**src/rtl/ptsmv_row_mem.sv**
```systemverilog
// Window row memory: one row per track slot, one write and one read port.
// Read data is registered; rows never written read as the reset row.
// Depends on nothing but its parameters.
module ptsmv_row_mem #(
   parameter int unsigned ROW_BITS  = 72,
   parameter int unsigned DEPTH     = 16,
   parameter int unsigned ADDR_BITS = 4,
   parameter logic [ROW_BITS-1:0] RESET_ROW = '0
) (
   input  logic                 clock,
   input  logic                 reset,
   input  logic                 rd_en,
   input  logic [ADDR_BITS-1:0] rd_addr,
   output logic [ROW_BITS-1:0]  rd_data,
   input  logic                 wr_en,
   input  logic [ADDR_BITS-1:0] wr_addr,
   input  logic [ROW_BITS-1:0]  wr_data
);

   logic [ROW_BITS-1:0] row_ram [DEPTH];
   logic [DEPTH-1:0]    row_written_ff;
   logic [ROW_BITS-1:0] rd_data_ff;
   logic                rd_written_ff;

   // Storage array and registered read.
   always_ff @(posedge clock) begin
      if (wr_en) begin
         row_ram[wr_addr] <= wr_data;
      end
      if (rd_en) begin
         rd_data_ff <= row_ram[rd_addr];
      end
   end

   // One written flag per row stands in for clearing the array at reset.
   always_ff @(posedge clock) begin
      if (reset) begin
         row_written_ff <= '0;
         rd_written_ff  <= 1'b0;
      end else begin
         if (wr_en) begin
            row_written_ff[wr_addr] <= 1'b1;
         end
         if (rd_en) begin
            rd_written_ff <= row_written_ff[rd_addr];
         end
      end
   end

   assign rd_data = rd_written_ff ? rd_data_ff : RESET_ROW;

endmodule

```
**config.mk**
```make
export PLATFORM = sky130hd
export DESIGN_NAME = ptsmv_row_mem
export DESIGN_NICKNAME = d
export VERILOG_FILES = /design/src/rtl/ptsmv_row_mem.sv
export SDC_FILE = /design/constraint.sdc
export NUM_CORES = 1
export LEC_CHECK = 0
export ABC_CLOCK_PERIOD_IN_PS = 17900
export BUFFER_PORTS_ARGS = -buffer_cell sky130_fd_sc_hd__buf_2
export CAP_MARGIN = 15
export CORE_MARGIN = 4
export CORE_UTILIZATION = 55
export DETAILED_ROUTE_END_ITERATION = 8
export PLACE_DENSITY = 0.77
export SLEW_MARGIN = 20
export SYNTH_ARGS = -nofsm -noshare
export SYNTH_HDL_FRONTEND = slang
export SYNTH_SLANG_ARGS = --single-unit
```
**constraint.sdc**
```tcl
create_clock -name clock -period 17.9 [get_ports clock]
set_input_delay 0 -clock clock [delete_from_list [all_inputs] [get_ports clock]]
set_output_delay 0 -clock clock [all_outputs]
set_load 0.02 [all_outputs]
```
Word level (Yosys, flattened, before mapping)
Memories as Yosys holds them, arrays and structs flattened. A register that Yosys moved wholly into a read port is not among the register bits.
Index checks and enable logic that the tools add are counted.
Widths: inputs -> output; s select.
- add/subtract/negate cells: 0
- multiply operators: 0
- divide/modulo/power cells: 0
- $lt $le $gt $ge: 3
- eq/ne operators: 0
- shift operators: 0
- mux-type cells: 7
- bitwise logic cells: 1
- reduce and logical (&&, ||, !) cells: 1
- operator list (cell ; count):
    $mux 72 ; 1
    $or 16x16->16 ; 1
    $lt 4x5->1 const B ; 2
    $bmux 1 s4 ; 1
    $demux 1 s4 ; 1
    $ge 4x1->1 const B ; 1
    $mux 1 ; 4
    $logic_and 1x1->1 ; 1
- flip-flop bits (word level): 17
- latch bits: 0
- RAM bits: 1152
- bits in read-only memories: 0
- input port bits: 84
- output and inout bits: 72
- logic and storage cells: 15
- memories: 1
- memory list (name ; depth ; bits a word ; read ports ; clocked after Yosys merged registers in ; wr ports ; RTL line ; source):
    row_ram ; 16 ; 72 ; 1 ; 1 ; 1 ; 20 ; logic [ROW_BITS-1:0] row_ram [DEPTH];

Depth between registers and ports, before layout
- word-level depth: 5
- depth in mapped cells: 7

Least setup slack after synthesis
OpenSTA, ideal clock, no wires.
- path kind: input-to-reg
- from: input port wr_addr[2]
- to: memory row_ram[0][0], enable pin
- arrival: 5.449 ns
- required time: 17.306 ns
- path slack: 11.857 ns
- stages on the path: 2
- path buffers: 0
- path through: or3b_2 nor3_1
- RTL lines (what ; RTL line ; source):
    start, declared ; 16 ; input logic [ADDR_BITS-1:0] wr_addr,
    end, declared ; 20 ;
Straight into the memory's write port.

Worst setup path after layout
- from: input port wr_addr[2]
- to: memory row_ram[3][8], enable pin
Straight into the memory's write port.

==> results.py <==
metrics = {
    "run_status": {
        "outcome": "finished, final reports clean",
    },
    "yosys": {
        "yosys.area.top_type": "edfxtp_1",
        "yosysUniqueCellTypes": 20,
        "synthAdderAreaFrac": 0,
        "async_reset_ff_frac": 0,
        "syn_nets": 1919,
        "syn_avg_cell_area_um2": 25.3,
        "ys_warn_count": 0,
        "synth-edff-count": 1224,
        "synthTopCellsByArea": "edfxtp_1 79%, mux4_2 18%, and2_1 0.97%",
        "synthTopCellsByCount": "1224 x edfxtp_1, 362 x mux4_2, 72 x and2_1, 54 x clkbuf_1, 47 x nor2_1",
        "synthFlopType": "edfxtp_1",
        "synth_top_family_by_area": "multiplexers",
        "yosys.cell_count.top_type": "edfxtp_1",
        "synth_simple_gate_area_share": 0.0154,
        "ys_seq_area_frac": 0.798,
        "synth_area_mm2": 0.0465,
        "synth_compound_area_frac": 0.000700,
        "muxShareOfSynthArea": 0.176,
        "synth.top_cell.area_share": 0.791,
        "synth-xor-area-share": 0,
        "synth-seq-cells": 1241,
        "netlist_instances": 1835,
    },
    "timing": {
        "final.setup.tns_ns": 0,
        "min_period_ns": 3.30,
        "worstMarginPinSlew_ns": 1.14,
        "rsz0062_at_grt": "no",
        "post-route-period-util": 0.185,
        "finClkSkew_ns": 0.0324,
        "setup_viol": 0,
        "slew_headroom": 0.242,
        "slew_viol_final": 0,
        "max_freq_ghz": 0.303,
        "final_hold_viol_count": 0,
    },
    "clock_tree": {
        "cts_root_buffer": "clkbuf_16",
        "cts_tree": "done",
        "htree_num_levels": 3,
        "cts_num_sinks": 1241,
        "numCtsBuffers": 111,
        "clk_pin_slew_worst_paths_ns": 0.06,
        "post_cts_resized": 0,
        "worstSkewPairLatency_ns": 0.68,
        "cts_buffer_depth": 3,
        "postCtsSetupBuffers": 0,
        "ctsHoldBuffers": 78,
    },
    "worst_setup_path": {
        "regToRegSetupSlack_ns": 16.05,
        "r2r_end": "rd_written_ff$_SDFFE_PP0P_",
        "rr_worst_depth": 3,
        "critPathLaunchType": "input pin",
        "critical_path_class": "input pin to register",
        "arrival_ns": 3.58,
        "crit_end": "row_ram[3][8]$_DFFE_PP_",
        "cp-end-kind": "register",
        "crit_path_start": "wr_addr[2]",
        "critPathMaxFanout": 44,
        "cp.required_ns": 18.18,
        "rr_startpoint": "rd_written_ff$_SDFFE_PP0P_",
    },
    "die": {
        "die_height_um": 299,
        "coreArea_mm2": 0.0837,
        "start_util": 0.556,
        "ios": 156,
        "num_rows": 106,
        "fp.dieArea_mm2": 0.0892,
        "fp.dieW_um": 299,
    },
    "cells_and_area": {
        "finalNetCount": 2217,
        "area_growth_pct": 14.8,
        "instances_no_fill": 3366,
        "layout-drive-gt1-share": 0.335,
    },
    "route": {
        "routed_wl_um": 107000,
        "vias": 21510,
        "drtAntennaViolNets": 0,
        "post-route-drc-count": 0,
        "dr.pass1.iters": 5,
        "viasPerCell": 6.39,
        "first_iter_violations": 3101,
        "routedWlPerCell_um": 31.9,
    },
    "placed_design": {
        "gp_congestion": 0.730,
        "dp.cells": 3075,
        "port-buffer-count": 155,
        "dp.final_hpwl_um": 50400,
    },
    "global_route": {
        "track_usage": 0.243,
        "antenna_found_initial": 10,
        "grt_pass1_vias": 22485,
        "grt_pass1_wl_um": 157000,
        "grt_max_degree": 120,
        "grt.overflow.total": 0,
    },
    "flow_run": {
        "cap_violations": 0,
    },
    "hold_path": {
        "hp-class": "input pin to register",
    },
    "pwr": {
        "powerDensity_mw_per_mm2": 113,
        "power_leakage_nw": 17.1,
        "peakVddDrop_v": 0.0000770,
    },
}
-- per-layer routing --
layer	up-vias	global-route usage	part of all wire	routed length, um
li1	8494	-	-	-
met1	11389	0.333	0.37	39400
met2	1424	0.405	0.51	54700
met3	201	0.0474	0.094	10100
met4	2	0.0746	0.029	3160
met5	-	0	0.00012	13
-- cells by family (layout without fill, tap and decap cells) --
| logic type | Yosys count | after routing |
|---|---|---|
| flip-flops | 1241 | 1241 |
| other | 0 | 6 |
| AO/OA/AOI/OAI | 4 | 4 |
| AND/OR/NAND/NOR | 134 | 134 |
| multiplexers | 366 | 366 |
| buffers and inverters | 90 | 481 |
-- report_power, final --
group          total [mW]  leakage [nW]  switching, mW  internal, mW
clock                2.46          1.86           1.02          1.44
combinational       0.297          3.95          0.165         0.132
sequential           3.29          11.2         0.0224          3.27
total                6.04          17.1           1.21          4.84
-- layout make-up --
type | count | area (um2)
flip-flops and latches | 1241 | 37100
fillers | 5148 | 30300
multi-input cells | 504 | 9050
clock buffers | 132 | 2960
repair buffers | 275 | 2000
well taps | 1134 | 1420
clock inverters | 74 | 821
diodes | 6 | 15.0
-- worst max-delay path, stage by stage --
cell,delay [ns]
dlygate4sd3_1,0.55
buf_2,0.15
or3b_2,0.54
dlygate4sd3_1,0.69
nor2_4,0.27
buf_4,0.52
buf_4,0.83
-- flip-flops by register name, summed over array words and instances, names as in the netlist --
register	count
row_ram	1152
rd_written_ff	1
rd_data_ff	72
row_written_ff	16
-- layout by cell type (no fill, tap or decap), drive strengths merged --
cell type,n
and2,72
dlygate4sd3,78
o211ai,1
clkbuf,132
or3b,2
diode,6
buf,197
inv,1
clkinvlp,5
nor2,47
mux4,362
nand2b,2
dfxtp,17
nand3b,3
nand2,2
bufinv,18
mux2i,4
edfxtp,1224
clkinv,50
nor3,4
nor2b,1
a221oi,2
a22oi,1
nand3,1
-- worst min-delay path by stage --
stage                 from                             end  slack [ns]  depth (start not counted)
6_report        wr_addr[3]        row_ram[1][57]$_DFFE_PP_        0.06                          3
2_1_floorplan   wr_data[0]         row_ram[0][0]$_DFFE_PP_         0.1                          0
3_5_place_dp         reset  row_written_ff[5]$_SDFFE_PP0P_        0.38                          2
4_1_cts         wr_addr[3]        row_ram[1][57]$_DFFE_PP_       0.009                          3
3_3_place_gp   wr_data[57]        row_ram[0][57]$_DFFE_PP_        0.35                          1
5_1_grt         rd_addr[3]         rd_data_ff[0]$_DFFE_PP_        0.05                          2
-- stage by stage --
stage          setup slack, ns  cell area (um2)  hold WS [ns]  utilization  total power, mW
2_1_floorplan            11.86            46500        0.0989            -             3.52
3_3_place_gp             14.15            48700         0.350        0.582             3.61
3_5_place_dp             14.05            48800         0.375        0.583             3.63
4_1_cts                  14.64            53300       0.00913        0.637             6.08
5_1_grt                  14.54            53400        0.0499        0.638             6.24
6_report                 14.60            53400        0.0567        0.638             6.04
Power figures use the tool's default switching activity.
